File: config.mk
export PLATFORM = sky130hd
export DESIGN_NAME = linear_interp_upsampler
export DESIGN_NICKNAME = d
export VERILOG_FILES = /design/src/hdl/lip_pkg.sv /design/src/hdl/lip_div.sv /design/src/hdl/linear_interp_upsampler.sv
export VERILOG_INCLUDE_DIRS = /design/src /design/src/hdl
export SDC_FILE = /design/constraint.sdc
export NUM_CORES = 1
export LEC_CHECK = 0
export ABC_AREA = 1
export CAP_MARGIN = 20
export CORE_MARGIN = 3
export CORE_UTILIZATION = 55
export DETAILED_ROUTE_END_ITERATION = 12
export DONT_BUFFER_PORTS = 1
export PLACE_DENSITY = 0.81
export SLEW_MARGIN = 20
export SYNTH_ARGS = -nofsm -noshare
export SYNTH_HDL_FRONTEND = slang
export SYNTH_SLANG_ARGS = --single-unit
File: constraint.sdc
create_clock -name clk -period 5.93 [get_ports clk]
set_input_delay 0.593 -clock clk [delete_from_list [all_inputs] [get_ports clk]]
set_output_delay 0.593 -clock clk [all_outputs]
set_load 0.005 [all_outputs]
File: src/hdl/assert_macros.svh
// Assertion macros shared by the upsampler RTL.
`ifndef ASSERT_MACROS_SVH
`define ASSERT_MACROS_SVH
`ifndef SYNTHESIS
`define ASSERT_AT(lbl, clk, rst_n, prop, msg) \
	lbl: assert property (@(posedge clk) disable iff (!rst_n) prop) else $error(msg);
`define ASSERT_NEVER(lbl, clk, rst_n, cond, msg) \
	lbl: assert property (@(posedge clk) disable iff (!rst_n) !(cond)) else $error(msg);
`else
`define ASSERT_AT(lbl, clk, rst_n, prop, msg)
`define ASSERT_NEVER(lbl, clk, rst_n, cond, msg)
`endif
`endif

File: src/hdl/lip_pkg.sv
// Shared widths, codes and clamp function of the linear interpolation upsampler.
package lip_pkg;

	localparam int S_W       = 6;
	localparam int FMT_W     = 2;
	localparam int SMP_W     = 24;
	localparam int CH_W      = 3;
	localparam int DIFF_W    = 25;
	localparam int DIVD_W    = 24;
	localparam int Q_W       = 27;
	localparam int CFG_IDX_W = 1;
	localparam int CFG_DW    = 6;

	localparam logic [FMT_W-1:0] FMT_U8  = 2'd0;
	localparam logic [FMT_W-1:0] FMT_S16 = 2'd1;
	localparam logic [FMT_W-1:0] FMT_S24 = 2'd2;

	localparam logic [CFG_IDX_W-1:0] REG_SCALE  = 1'b0;
	localparam logic [CFG_IDX_W-1:0] REG_FORMAT = 1'b1;

	localparam logic [S_W-1:0]   SCALE_RST = 6'd2;
	localparam logic [FMT_W-1:0] FMT_RST   = FMT_S16;

	localparam logic signed [Q_W-1:0] U8_LO  = 27'sd0;
	localparam logic signed [Q_W-1:0] U8_HI  = 27'sd255;
	localparam logic signed [Q_W-1:0] S16_LO = -27'sd32768;
	localparam logic signed [Q_W-1:0] S16_HI = 27'sd32767;
	localparam logic signed [Q_W-1:0] S24_LO = -27'sd8388608;
	localparam logic signed [Q_W-1:0] S24_HI = 27'sd8388607;

	// Clamp an interpolated point to the range of the sample format.
	function automatic logic signed [SMP_W-1:0] clamp_fmt(
		input logic signed [Q_W-1:0] v,
		input logic [FMT_W-1:0]      fmt
	);
		logic signed [Q_W-1:0] lo;
		logic signed [Q_W-1:0] hi;
		logic signed [Q_W-1:0] r;
		unique case (fmt)
			FMT_U8: begin
				lo = U8_LO;
				hi = U8_HI;
			end
			FMT_S16: begin
				lo = S16_LO;
				hi = S16_HI;
			end
			default: begin
				lo = S24_LO;
				hi = S24_HI;
			end
		endcase
		if (v < lo)
			r = lo;
		else if (v > hi)
			r = hi;
		else
			r = v;
		return r[SMP_W-1:0];
	endfunction

endpackage

File: src/hdl/lip_div.sv
// Restoring serial divider: one quotient bit per cycle.
module lip_div import lip_pkg::*; (
	input  logic              clk,
	input  logic              arst_n,
	input  logic              start,
	input  logic [DIVD_W-1:0] dividend,
	input  logic [S_W-1:0]    divisor,
	output logic              done,
	output logic [DIVD_W-1:0] quotient,
	output logic [S_W-1:0]    remainder
);

	localparam int CNT_W = $clog2(DIVD_W + 1);

	logic              busy_q;
	logic              done_q;
	logic [CNT_W-1:0]  cnt_q;
	logic [DIVD_W-1:0] quo_q;
	logic [S_W-1:0]    rem_q;
	logic [S_W-1:0]    dvs_q;

	logic [S_W:0] trial;
	logic [S_W:0] diff;
	logic         fits;

	assign trial = {rem_q, quo_q[DIVD_W-1]};
	assign fits  = trial >= {1'b0, dvs_q};
	assign diff  = trial - {1'b0, dvs_q};

	always_ff @(posedge clk or negedge arst_n) begin
		if (!arst_n) begin
			busy_q <= 1'b0;
			done_q <= 1'b0;
			cnt_q  <= '0;
		end else begin
			done_q <= 1'b0;
			if (start) begin
				busy_q <= 1'b1;
				cnt_q  <= CNT_W'(DIVD_W);
			end else if (busy_q) begin
				cnt_q <= cnt_q - CNT_W'(1);
				if (cnt_q == CNT_W'(1)) begin
					busy_q <= 1'b0;
					done_q <= 1'b1;
				end
			end
		end
	end

	// Shift the dividend out and the quotient in.
	always_ff @(posedge clk) begin
		if (start) begin
			quo_q <= dividend;
			rem_q <= '0;
			dvs_q <= divisor;
		end else if (busy_q) begin
			quo_q <= {quo_q[DIVD_W-2:0], fits};
			rem_q <= fits ? diff[S_W-1:0] : trial[S_W-1:0];
		end
	end

	assign done      = done_q;
	assign quotient  = quo_q;
	assign remainder = rem_q;

endmodule

File: src/hdl/linear_interp_upsampler.sv
// Top level of the integer-factor linear interpolation upsampler.
//
//  channel  | signals                                        | direction
//  ---------+------------------------------------------------+----------
//  input    | in_valid, in_ready, channel, sample, end_of_stream | into block
//  output   | out_valid, out_ready, out_channel, out_sample, last_of_run | out
//  config   | cfg_valid, cfg_ready, cfg_index, cfg_data      | into block
//
// A sample with a held predecessor is transferred, then the difference is
// formed and the serial divider started (difference / scale); once it is
// done the step is loaded and results follow one per cycle while the output
// is not stalled: scale results, or 2*scale on a final sample. A final
// sample with no predecessor gives scale results, one per cycle while the
// output is not stalled. Reset clears the per-channel history flags at once;
// no clearing pass. A stalled output holds the sequencer where it is.
`include "assert_macros.svh"
module linear_interp_upsampler import lip_pkg::*; #(
	parameter int MAX_CHANNELS = 8,
	parameter int MAX_SCALE    = 32
) (
	input  logic                    clk,
	input  logic                    arst_n,
	input  logic                    in_valid,
	output logic                    in_ready,
	input  logic [CH_W-1:0]         channel,
	input  logic signed [SMP_W-1:0] sample,
	input  logic                    end_of_stream,
	output logic                    out_valid,
	input  logic                    out_ready,
	output logic [CH_W-1:0]         out_channel,
	output logic signed [SMP_W-1:0] out_sample,
	output logic                    last_of_run,
	input  logic                    cfg_valid,
	output logic                    cfg_ready,
	input  logic [CFG_IDX_W-1:0]    cfg_index,
	input  logic [CFG_DW-1:0]       cfg_data
);

	localparam int IDX_W = (MAX_CHANNELS > 1) ? $clog2(MAX_CHANNELS) : 1;
	localparam logic [S_W-1:0] SCALE_MAX = S_W'(MAX_SCALE);

	// Sequencer states.
	localparam logic [2:0] ST_IDLE   = 3'd0;
	localparam logic [2:0] ST_DIV    = 3'd1;
	localparam logic [2:0] ST_A      = 3'd2;
	localparam logic [2:0] ST_INTERP = 3'd3;
	localparam logic [2:0] ST_B      = 3'd4;
	localparam logic [2:0] ST_ZERO   = 3'd5;

	logic [2:0]       state_q;
	logic [S_W-1:0]   scale_q;
	logic [FMT_W-1:0] fmt_q;

	// Per-channel history: the held sample and its flag.
	logic signed [SMP_W-1:0] prev_mem [MAX_CHANNELS];
	logic [MAX_CHANNELS-1:0] have_q;

	// Item being worked on.
	logic [CH_W-1:0]         ch_q;
	logic signed [SMP_W-1:0] a_q;
	logic signed [SMP_W-1:0] b_q;
	logic                    eos_q;
	logic [S_W-1:0]          s_q;
	logic [S_W-1:0]          k_q;
	logic                    dneg_q;
	logic                    div_go_q;

	// Running point n_k = q*s + r, and the per-step increment d = qd*s + rd.
	logic signed [Q_W-1:0] q_q;
	logic [S_W-1:0]        r_q;
	logic signed [Q_W-1:0] qd_q;
	logic [S_W-1:0]        rd_q;

	// Output register.
	logic                    out_valid_q;
	logic [CH_W-1:0]         out_ch_q;
	logic signed [SMP_W-1:0] out_smp_q;
	logic                    out_last_q;

	logic [S_W-1:0]           s_eff;
	logic                     in_fire;
	logic                     ch_ok;
	logic [IDX_W-1:0]         idx;
	logic signed [DIFF_W-1:0] d;
	logic                     d_neg;
	logic [DIFF_W-1:0]        d_mag;
	logic                     div_start;
	logic                     div_done;
	logic [DIVD_W-1:0]        div_quo;
	logic [S_W-1:0]           div_rem;
	logic signed [Q_W-1:0]    quo_ext;
	logic signed [Q_W-1:0]    qd_new;
	logic [S_W-1:0]           rd_new;

	logic                  emit_ok;
	logic                  emitting;
	logic                  pt_state;
	logic                  k_last;
	logic                  s_one;
	logic [S_W:0]          s_ext;
	logic [S_W:0]          r_sum;
	logic                  wrap;
	logic [S_W:0]          r_wrapped;
	logic [S_W-1:0]        r_next;
	logic signed [Q_W-1:0] q_next;
	logic                  inc;
	logic signed [Q_W-1:0] v_rnd;
	logic signed [SMP_W-1:0] e_smp;
	logic                  e_last;

	// Zero scale runs as one; anything above the build limit saturates.
	always_comb begin
		if (scale_q == '0)
			s_eff = S_W'(1);
		else if (scale_q > SCALE_MAX)
			s_eff = SCALE_MAX;
		else
			s_eff = scale_q;
	end

	assign in_ready  = (state_q == ST_IDLE);
	assign cfg_ready = 1'b1;
	assign in_fire   = in_valid && in_ready;
	assign ch_ok     = int'(channel) < MAX_CHANNELS;
	assign idx       = IDX_W'(channel);

	// Difference B - A from the latched item, split into sign and magnitude.
	assign d         = DIFF_W'(b_q) - DIFF_W'(a_q);
	assign d_neg     = d[DIFF_W-1];
	assign d_mag     = d_neg ? -d : d;
	assign div_start = div_go_q;

	lip_div u_div (
		.clk       (clk),
		.arst_n    (arst_n),
		.start     (div_start),
		.dividend  (d_mag[DIVD_W-1:0]),
		.divisor   (s_q),
		.done      (div_done),
		.quotient  (div_quo),
		.remainder (div_rem)
	);

	// Turn the magnitude quotient into floor division of the signed difference.
	assign quo_ext = Q_W'(div_quo);
	always_comb begin
		if (dneg_q && (div_rem != '0)) begin
			qd_new = ~quo_ext;
			rd_new = s_q - div_rem;
		end else if (dneg_q) begin
			qd_new = -quo_ext;
			rd_new = div_rem;
		end else begin
			qd_new = quo_ext;
			rd_new = div_rem;
		end
	end

	// Advance the running point by d: add remainders, carry into the quotient.
	assign s_ext     = {1'b0, s_q};
	assign r_sum     = {1'b0, r_q} + {1'b0, rd_q};
	assign wrap      = r_sum >= s_ext;
	assign r_wrapped = wrap ? (r_sum - s_ext) : r_sum;
	assign r_next    = r_wrapped[S_W-1:0];
	assign q_next    = q_q + qd_q + $signed({{(Q_W-1){1'b0}}, wrap});

	// Round half away from zero: q is floor(n/s), sign of n is sign of q.
	assign inc   = q_q[Q_W-1] ? ({r_q, 1'b0} > s_ext) : ({r_q, 1'b0} >= s_ext);
	assign v_rnd = q_q + $signed({{(Q_W-1){1'b0}}, inc});

	assign s_one    = (s_q == S_W'(1));
	assign k_last   = (k_q == (s_q - S_W'(1)));
	assign pt_state = (state_q == ST_INTERP) || (state_q == ST_ZERO);
	assign emit_ok  = !out_valid_q || out_ready;
	assign emitting = emit_ok && ((state_q == ST_A) || (state_q == ST_INTERP) ||
		(state_q == ST_B) || (state_q == ST_ZERO));

	always_comb begin
		unique case (state_q)
			ST_A: begin
				e_smp  = a_q;
				e_last = s_one && !eos_q;
			end
			ST_INTERP: begin
				e_smp  = clamp_fmt(v_rnd, fmt_q);
				e_last = k_last && !eos_q;
			end
			ST_B: begin
				e_smp  = b_q;
				e_last = s_one;
			end
			ST_ZERO: begin
				e_smp  = '0;
				e_last = k_last;
			end
			default: begin
				e_smp  = '0;
				e_last = 1'b0;
			end
		endcase
	end

	// Control: configuration, sequencer, history flags, output valid.
	always_ff @(posedge clk or negedge arst_n) begin
		if (!arst_n) begin
			state_q     <= ST_IDLE;
			scale_q     <= SCALE_RST;
			fmt_q       <= FMT_RST;
			have_q      <= '0;
			out_valid_q <= 1'b0;
			div_go_q    <= 1'b0;
		end else begin
			if (cfg_valid && cfg_ready) begin
				unique case (cfg_index)
					REG_SCALE:  scale_q <= cfg_data[S_W-1:0];
					REG_FORMAT: fmt_q   <= cfg_data[FMT_W-1:0];
				endcase
			end

			// Start the divider once the held sample has been read.
			div_go_q <= in_fire && ch_ok && have_q[idx];

			if (emitting)
				out_valid_q <= 1'b1;
			else if (out_ready)
				out_valid_q <= 1'b0;

			unique case (state_q)
				ST_IDLE: begin
					if (in_fire && ch_ok) begin
						have_q[idx] <= !end_of_stream;
						if (have_q[idx])
							state_q <= ST_DIV;
						else if (end_of_stream)
							state_q <= ST_B;
					end
				end
				ST_DIV: begin
					if (div_done)
						state_q <= ST_A;
				end
				ST_A: begin
					if (emit_ok) begin
						if (!s_one)
							state_q <= ST_INTERP;
						else if (eos_q)
							state_q <= ST_B;
						else
							state_q <= ST_IDLE;
					end
				end
				ST_INTERP: begin
					if (emit_ok && k_last)
						state_q <= eos_q ? ST_B : ST_IDLE;
				end
				ST_B: begin
					if (emit_ok)
						state_q <= s_one ? ST_IDLE : ST_ZERO;
				end
				ST_ZERO: begin
					if (emit_ok && k_last)
						state_q <= ST_IDLE;
				end
				default: state_q <= ST_IDLE;
			endcase
		end
	end

	// Datapath: latch the item, load the step, walk the points, fill output.
	always_ff @(posedge clk) begin
		if (in_fire) begin
			ch_q  <= channel;
			b_q   <= sample;
			eos_q <= end_of_stream;
			s_q   <= s_eff;
			a_q   <= prev_mem[idx];
		end

		if (div_go_q)
			dneg_q <= d_neg;

		if (div_done) begin
			q_q  <= Q_W'(a_q);
			r_q  <= '0;
			qd_q <= qd_new;
			rd_q <= rd_new;
		end else if (emit_ok && ((state_q == ST_A) || (state_q == ST_INTERP))) begin
			q_q <= q_next;
			r_q <= r_next;
		end

		if (emit_ok) begin
			if ((state_q == ST_A) || (state_q == ST_B))
				k_q <= S_W'(1);
			else if (pt_state)
				k_q <= k_q + S_W'(1);
		end

		if (emitting) begin
			out_ch_q   <= ch_q;
			out_smp_q  <= e_smp;
			out_last_q <= e_last;
		end
	end

	// Hold the last sample of each open channel.
	always_ff @(posedge clk) begin
		if (in_fire && ch_ok && !end_of_stream)
			prev_mem[idx] <= sample;
	end

	assign out_valid   = out_valid_q;
	assign out_channel = out_ch_q;
	assign out_sample  = out_smp_q;
	assign last_of_run = out_last_q;

	`ASSERT_AT(a_rem_ok, clk, arst_n, (state_q == ST_INTERP) |-> (r_q < s_q), "remainder >= scale")
	`ASSERT_AT(a_k_ok, clk, arst_n, pt_state |-> (k_q != '0 && k_q < s_q), "bad point count")
	`ASSERT_NEVER(a_div_done_ok, clk, arst_n, div_done && (state_q != ST_DIV), "stray divider done")

endmodule

==> metrics.txt, run 1 <==
largest net degree at the start of global routing=62; htree depth=2; Synthesized Nets=2,578; CTS tree=done; initial antenna violation count=0; Hold Slack=68.6 ps; drt first pass iters=6; RSZ-0062 raised after global routing=no; Clock Sinks=415; Worst-Margin Slew=around 1100 ps; average size of a mapped cell=9.38 sq um; DRT Wirelength=63.9 mm; number of global-route vias before repair=17,500; Adder-Cell Fraction of Synth Area=6.85%; Setup CP Type=reg2reg; buffers and inverters on the worst path=3; Met3 Wirelength=5.76 mm; Worst Path Arrival=around 5600 ps; Layout Utilization=between 60% and 70%; core area=around 0.040 sq mm; period utilisation layout=88.1%; # port buffers=0; Crit path max-delay family=simple AND/OR/NAND/NOR gates; synthesized flop and latch total=between 400 and 500; Synth top area share=about half; Worst Path Required=6310 ps; Yosys warnings=0; mux contribution to synthesized area=0.0993%; CTS Buf Count=44; status=finished clean; diode count=0; Die Height=209 microns; simple-gate share of the synthesized area=20.3%; Final GP Congestion=0.989; Pins Over Slew Limit=0; synth top area cells=edfxtp_1 (50%), nand2_1 (10%), ha_1 (6.2%); Crit-path slowest cell=a2111oi_1; layout cell share with drive strength beyond 1=between 6 and 7%; post-synthesis compound-gate area fraction=9.40%; CP startpoint kind=flop; Final Non-Filler Cells=2,998; starting density of the core=between 50 and 60%; CTS Buffer Depth=3; highest clock rate=191 MHz; count leader, synth=nand2_1; min cycle time layout=5230 ps; Setup violations, final=0; GR Util All Layers=29.1%; most frequent CP cell=nand2_1; Final Skew=75.0 ps; # nets final=approximately 2,600; first-pass GRT wire length=around 99 mm; global route overflow=0; top sig layer=met4; Hold Path Class=in2reg; endpoints failing hold=0; mapped cell area=between 0.02 and 0.025 sq mm; Synth cell types=62; sequential area share after synthesis=53.8%; slew margin rel.=24.9%; setup tns final=0 ps; Critical Path End Type=flop; Root Buffer=clkbuf_16; max_cap viols=0; number of synthesized flops with an enable pin=approximately 380; PwrDens=roughly 450 mW/mm^2; top cells by count, synth=nand2_1 (634), edfxtp_1 (375), inv_1 (316); via count=about 18,000; Rows=73; Post-Synthesis Cells=2,418; Routed met2 length=30.0 mm; Synth async-reset ratio=6.75%; clock slew at reported path FFs=70 ps; DRC Markers=0; Post-Synth XOR/XNOR Area=3.17%; average wire per standard cell=21.3 microns; top_reg_cell synth=edfxtp_1; Post-DRT Antenna Nets=0; largest family of logic cells by synthesized area=simple AND/OR/NAND/NOR gates; Top Ports=71; crit-path max cell delay=between 400 and 500 ps; Post-Route M1 WL=25.1 mm; Clk Latency, worst-skew pair=620 ps; Static Leakage=a little over 10 nW; DR iter-0 viols=2,154; largest area contributor in the netlist=edfxtp_1; Vias per Instance=roughly 6.0; Post CTS Setup Buffer Count=0; CP max FO=25; area growth from synthesis to layout=9.76%; dpl cells=~3,000; Detail Placement HPWL=46.2 mm; Die ar.=0.0437 sq mm; chip width=209 microns; Worst VDD drop=0.320 mV
area by class of cell:
cell class / instances / area [sq um]
fillers: 3249 / 15300
multi-input cells: 1633 / 9140
flip-flops and latches: 415 / 12200
repair buffers: 22 / 200
clock buffers: 51 / 1130
well taps: 525 / 657
clock inverters: 31 / 352
inverters: 321 / 1200
timing repair:
| item | CTS | global route |
|---|---|---|
| gates resized for setup | 0 | 1 |
| endpoints found under the setup margin | 0 | 9 |
| hold endpoints to repair | 28 | 0 |
| hold buffers | 2 | 0 |
final timing paths:
kind                                       from                            to  slack, ps  cells past startpoint
max                        s_q[3]$_SDFFCE_PP0P_  out_sample[20]$_SDFFCE_PN0P_        700                     28
min                                  sample[15]     prev_mem[3][15]$_DFFE_PP_         70                      0
max reg2reg                s_q[3]$_SDFFCE_PP0P_  out_sample[20]$_SDFFCE_PN0P_        700                     28
min reg2reg                   ch_q[1]$_DFFE_PP_      out_channel[1]$_DFFE_PP_        430                      0
max in group asynchronous                arst_n          fmt_q[0]$_DFFE_PN1P_       5210                      2
min in group asynchronous                arst_n        scale_q[2]$_DFFE_PN0P_        470                      2
power breakdown:
part           switching (mW)  total [mW]  internal [mW]
sequential              0.526        4.45           3.93
clock                    1.23        2.80           1.57
combinational            2.62        3.92           1.30
total                    4.38        11.2           6.80
sequential cells by signal (all words and copies together) (netlist names), 8 cells and up:
signal	cells
q_q	27
qd_q	27
have_q	8
u_div.quotient	24
prev_mem	192
b_q	24
out_sample	24
a_q	24
stage by stage:
stage / setup slack (ps) / area [sq um] / power [mW]
global route: 50.1 / 24900 / 11.9
finish: 704 / 24900 / 11.2
detailed placement: 613 / 23300 / 8.32
floorplan: 521 / 22700 / 7.11
CTS: 641 / 24900 / 11.1
global placement: 764 / 23300 / 8.19
layer usage:
metal / vias to the layer above / GRT usage (%)
met2: 883 / 47.9
met3: 191 / 5.24
li1: 8319 / -
met5: - / 0
met1: 8464 / 38.0
met4: 0 / 12.4
cells by family (layout without fill, tap and decap cells):
logic type	Yosys count	after routing
XOR/XNOR	82	82
multiplexers	2	2
buffers and inverters	370	425
AO/OA/AOI/OAI	359	359
AND/OR/NAND/NOR	1069	1069
flip-flops	415	415
adder cells (fa/ha/maj)	120	120
other	1	1
layout by cell type, fill, tap and decap left out, types with 5 or more instances in the layout:
cell	Yosys	routed
dfrtp_1	26	25
clkinv_1	2	9
nand2_2	7	7
o21ai_0	134	133
a31oi_1	8	8
a22oi_1	25	25
or2_2	20	20
a22o_1	20	20
fa_1	7	7
a21o_1	6	6
a221oi_1	24	24
ha_1	113	113
nor2_2	3	8
nand3_1	112	112
edfxtp_1	375	375
xor2_1	60	60
nand4_1	69	69
dfxtp_1	12	12
nand2_1	634	634
a21oi_1	102	102
inv_1	316	315
nor3_1	37	29
o22ai_1	8	8
xnor2_1	22	22
nor2_1	158	147
clkbuf_1	37	7
clkbuf_16	0	44
nor2_4	3	9
o211ai_1	5	5
buf_4	3	19
nor3_2	1	9
o21ai_1	8	9
clkinv_2	0	7
Power figures use the tool's default switching activity.
==> inputs of run 2 (changes only) <==
--- a/config.mk
+++ b/config.mk
@@ -11,6 +11,6 @@
 export CORE_MARGIN = 3
-export CORE_UTILIZATION = 55
+export CORE_UTILIZATION = 47
 export DETAILED_ROUTE_END_ITERATION = 12
 export DONT_BUFFER_PORTS = 1
-export PLACE_DENSITY = 0.81
+export PLACE_DENSITY = 0.73
 export SLEW_MARGIN = 20
--- a/constraint.sdc
+++ b/constraint.sdc
@@ -3,2 +3,2 @@
 set_output_delay 0.593 -clock clk [all_outputs]
-set_load 0.005 [all_outputs]
+set_load 0.05 [all_outputs]
==> run 2 against run 1 <==
Compared with the run above:
- setup slack gained 67 ps
- highest routed layer unchanged
- utilization fell by 8.8 points
- critical path type unchanged
- die area rose by 17%
==> metrics.txt, run 2 (synthesis results as in run 1) <==
Die ar.=0.0509 sq mm (+17%); Hold Path Depth=0 (unchanged); Reg-to-Reg Start=s_q[1]$_SDFFCE_PP0P_; initial antenna violation count=0 (unchanged); Vias per Instance=5.66 (-5.0%); CP max FO=25 (unchanged); CTS resizes=0 (unchanged); Top Registers=prev_mem (192), q_q (27), qd_q (27); DRC Markers=0 (unchanged); CTS Buf Count=44 (unchanged); crit-path max cell delay=540 ps (+80 ps); htree depth=2 (unchanged); Setup violations, final=0 (unchanged); period utilisation layout=87.0% (-1.1 points); hold_sp=sample[7]; Post CTS Setup Buffer Count=0 (unchanged); Rows=79 (+8.2%); RSZ-0062 raised after global routing=no; Worst Path Arrival=5530 ps (-80 ps); Setup WS post-layout=771 ps (+66.6 ps); Hold Slack=79.0 ps (+10.3 ps); PwrDens=460 mW/mm^2 (+2.4%); starting density of the core=48.2% (-8.2 points); Fillers=4,122 (+27%); Worst-Margin Slew=1150 ps (+28.9 ps); DRT Wirelength=62.8 mm (-1.8%); DR iter-0 viols=1,694 (-21%); Setup CP Type=reg2reg; first-pass GRT wire length=96.4 mm (-2.2%); Pins Over Slew Limit=0 (unchanged); Worst setup startpoint=s_q[1]$_SDFFCE_PP0P_; Largest register FFs=192 (unchanged); Worst R2R Setup Slack=770 ps (+70 ps); # nets final=2,599 (+0.077%); setup tns final=0 ps (unchanged); average wire per standard cell=20.4 microns (-4.5%); Place WS=744 ps (+131 ps); Worst Path Required=6300 ps (about the same); endpoints failing hold=0 (unchanged); global route overflow=0 (unchanged); diode count=0 (unchanged); Biggest register=prev_mem; worst reg2reg path depth=28 (unchanged); CP startpoint kind=flop; CTS Buffer Depth=3 (unchanged); Clk Latency, worst-skew pair=610 ps (about the same); Worst VDD drop=0.266 mV (-17%); dpl cells=2,998 (+2.9%); Clock Sinks=415 (unchanged); Post-DRT Antenna Nets=0 (unchanged); Root Buffer=clkbuf_16; area growth from synthesis to layout=10.2%; drt first pass iters=7 (+1); min cycle time layout=5160 ps (-66.6 ps); Hold EP=b_q[7]$_DFFE_PP_; highest clock rate=194 MHz (+1.3%); Static Leakage=10.4 nW (+0.27%); slew margin rel.=23.0% (-1.9 points); commonest non-fill, non-tap cell in the layout=nand2_1; Critical Path End Type=flop; max_cap viols=0 (unchanged); most frequent CP cell=nand2_1; clock slew at reported path FFs=70 ps (about the same); Detail Placement HPWL=45.9 mm (-0.59%); Top Ports=71 (unchanged); Final GP Congestion=0.962 (-2.7%); chip width=226 microns (+7.9%); commonest cells after routing, fill and taps aside=nand2_1 (634), edfxtp_1 (375), inv_1 (315); Hold Path Class=in2reg; # port buffers=0 (unchanged); Crit-path slowest cell=a2111oi_0; Final Skew=43.0 ps (-32.0 ps); via count=17,400 (-2.4%); CTS tree=done; end of the worst register-to-register path=out_sample[18]$_SDFFCE_PN0P_; Final Non-Filler Cells=3,081 (+2.8%); largest net degree at the start of global routing=63 (+1.6%); layout cell share with drive strength beyond 1=6.55% (+0.078 points); core area=0.0471 sq mm (+17%); status=finished clean; Die Height=226 microns (+7.9%); number of global-route vias before repair=16,900 (-3.1%); GR Util All Layers=24.7% (-4.3 points)
run 2: cell types whose count changed in the layout (fill, tap and decap cells not counted), moves of 3 or more:
cell and change:
clkinvlp_4 -3, buf_4 +3, clkbuf_1 -3, nor2_2 +4, nor2_4 -4
run 2: worst max-delay path, delay by kind of cell, from the launching register on:
family          cells  cell delay [ps]
simple gates       14             1860
buf+inv             3              460
xor+xnor            1              200
compound gates      7             1250
fa+ha+maj           3              780
flops               1              410
run 2: worst max path at each step:
stage                                               to  slack (ps)
after floorplan               prev_mem[0][0]$_DFFE_PP_         890
after global placement    out_sample[21]$_SDFFCE_PN0P_         930
after detailed placement  out_sample[22]$_SDFFCE_PN0P_         740
after CTS                 out_sample[22]$_SDFFCE_PN0P_         780
after global routing      out_sample[22]$_SDFFCE_PN0P_         230
final                     out_sample[18]$_SDFFCE_PN0P_         770
run 2: repair_timing:
| action | in CTS | in global routing |
|---|---|---|
| endpoints found under the setup margin | 0 | 0 |
| hold buffers | 2 | 0 |
| hold endpoints to repair | 28 | 0 |
run 2: stage by stage:
stage	cell area (sq um)	utilization (%)	power, mW
5_1_grt	25000	53.1	12.2
3_5_place_dp	23500	49.8	8.64
2_1_floorplan	22700	-	7.47
3_3_place_gp	23500	49.8	8.54
6_report	25000	53.1	11.5
4_1_cts	25000	53.1	11.5
run 2: area by class of cell:
class / instances / area, sq um / area share [%]
sequential: 415 / 12200 / 48.9
multi-input combinational: 1633 / 9120 / 36.5
inverter: 321 / 1200 / 4.82
clock buffer: 48 / 1120 / 4.47
tap: 607 / 759 / 3.04
clock inverter: 33 / 380 / 1.52
timing repair buffer: 24 / 195 / 0.781
run 2: report_power, final:
part           leakage, nW  switching (mW)  internal [mW]
registers             3.88           0.869           3.93
logic                 5.82            2.58           1.27
clock network        0.729            1.22           1.61
run 2: routing by layer:
metal	vias to the layer above	global-route usage [%]	wire length, microns
met5	-	0	0
met4	0	9.92	2640
met3	136	4.55	5420
met2	732	40.2	28600
met1	8237	33.0	26100
li1	8325	-	-
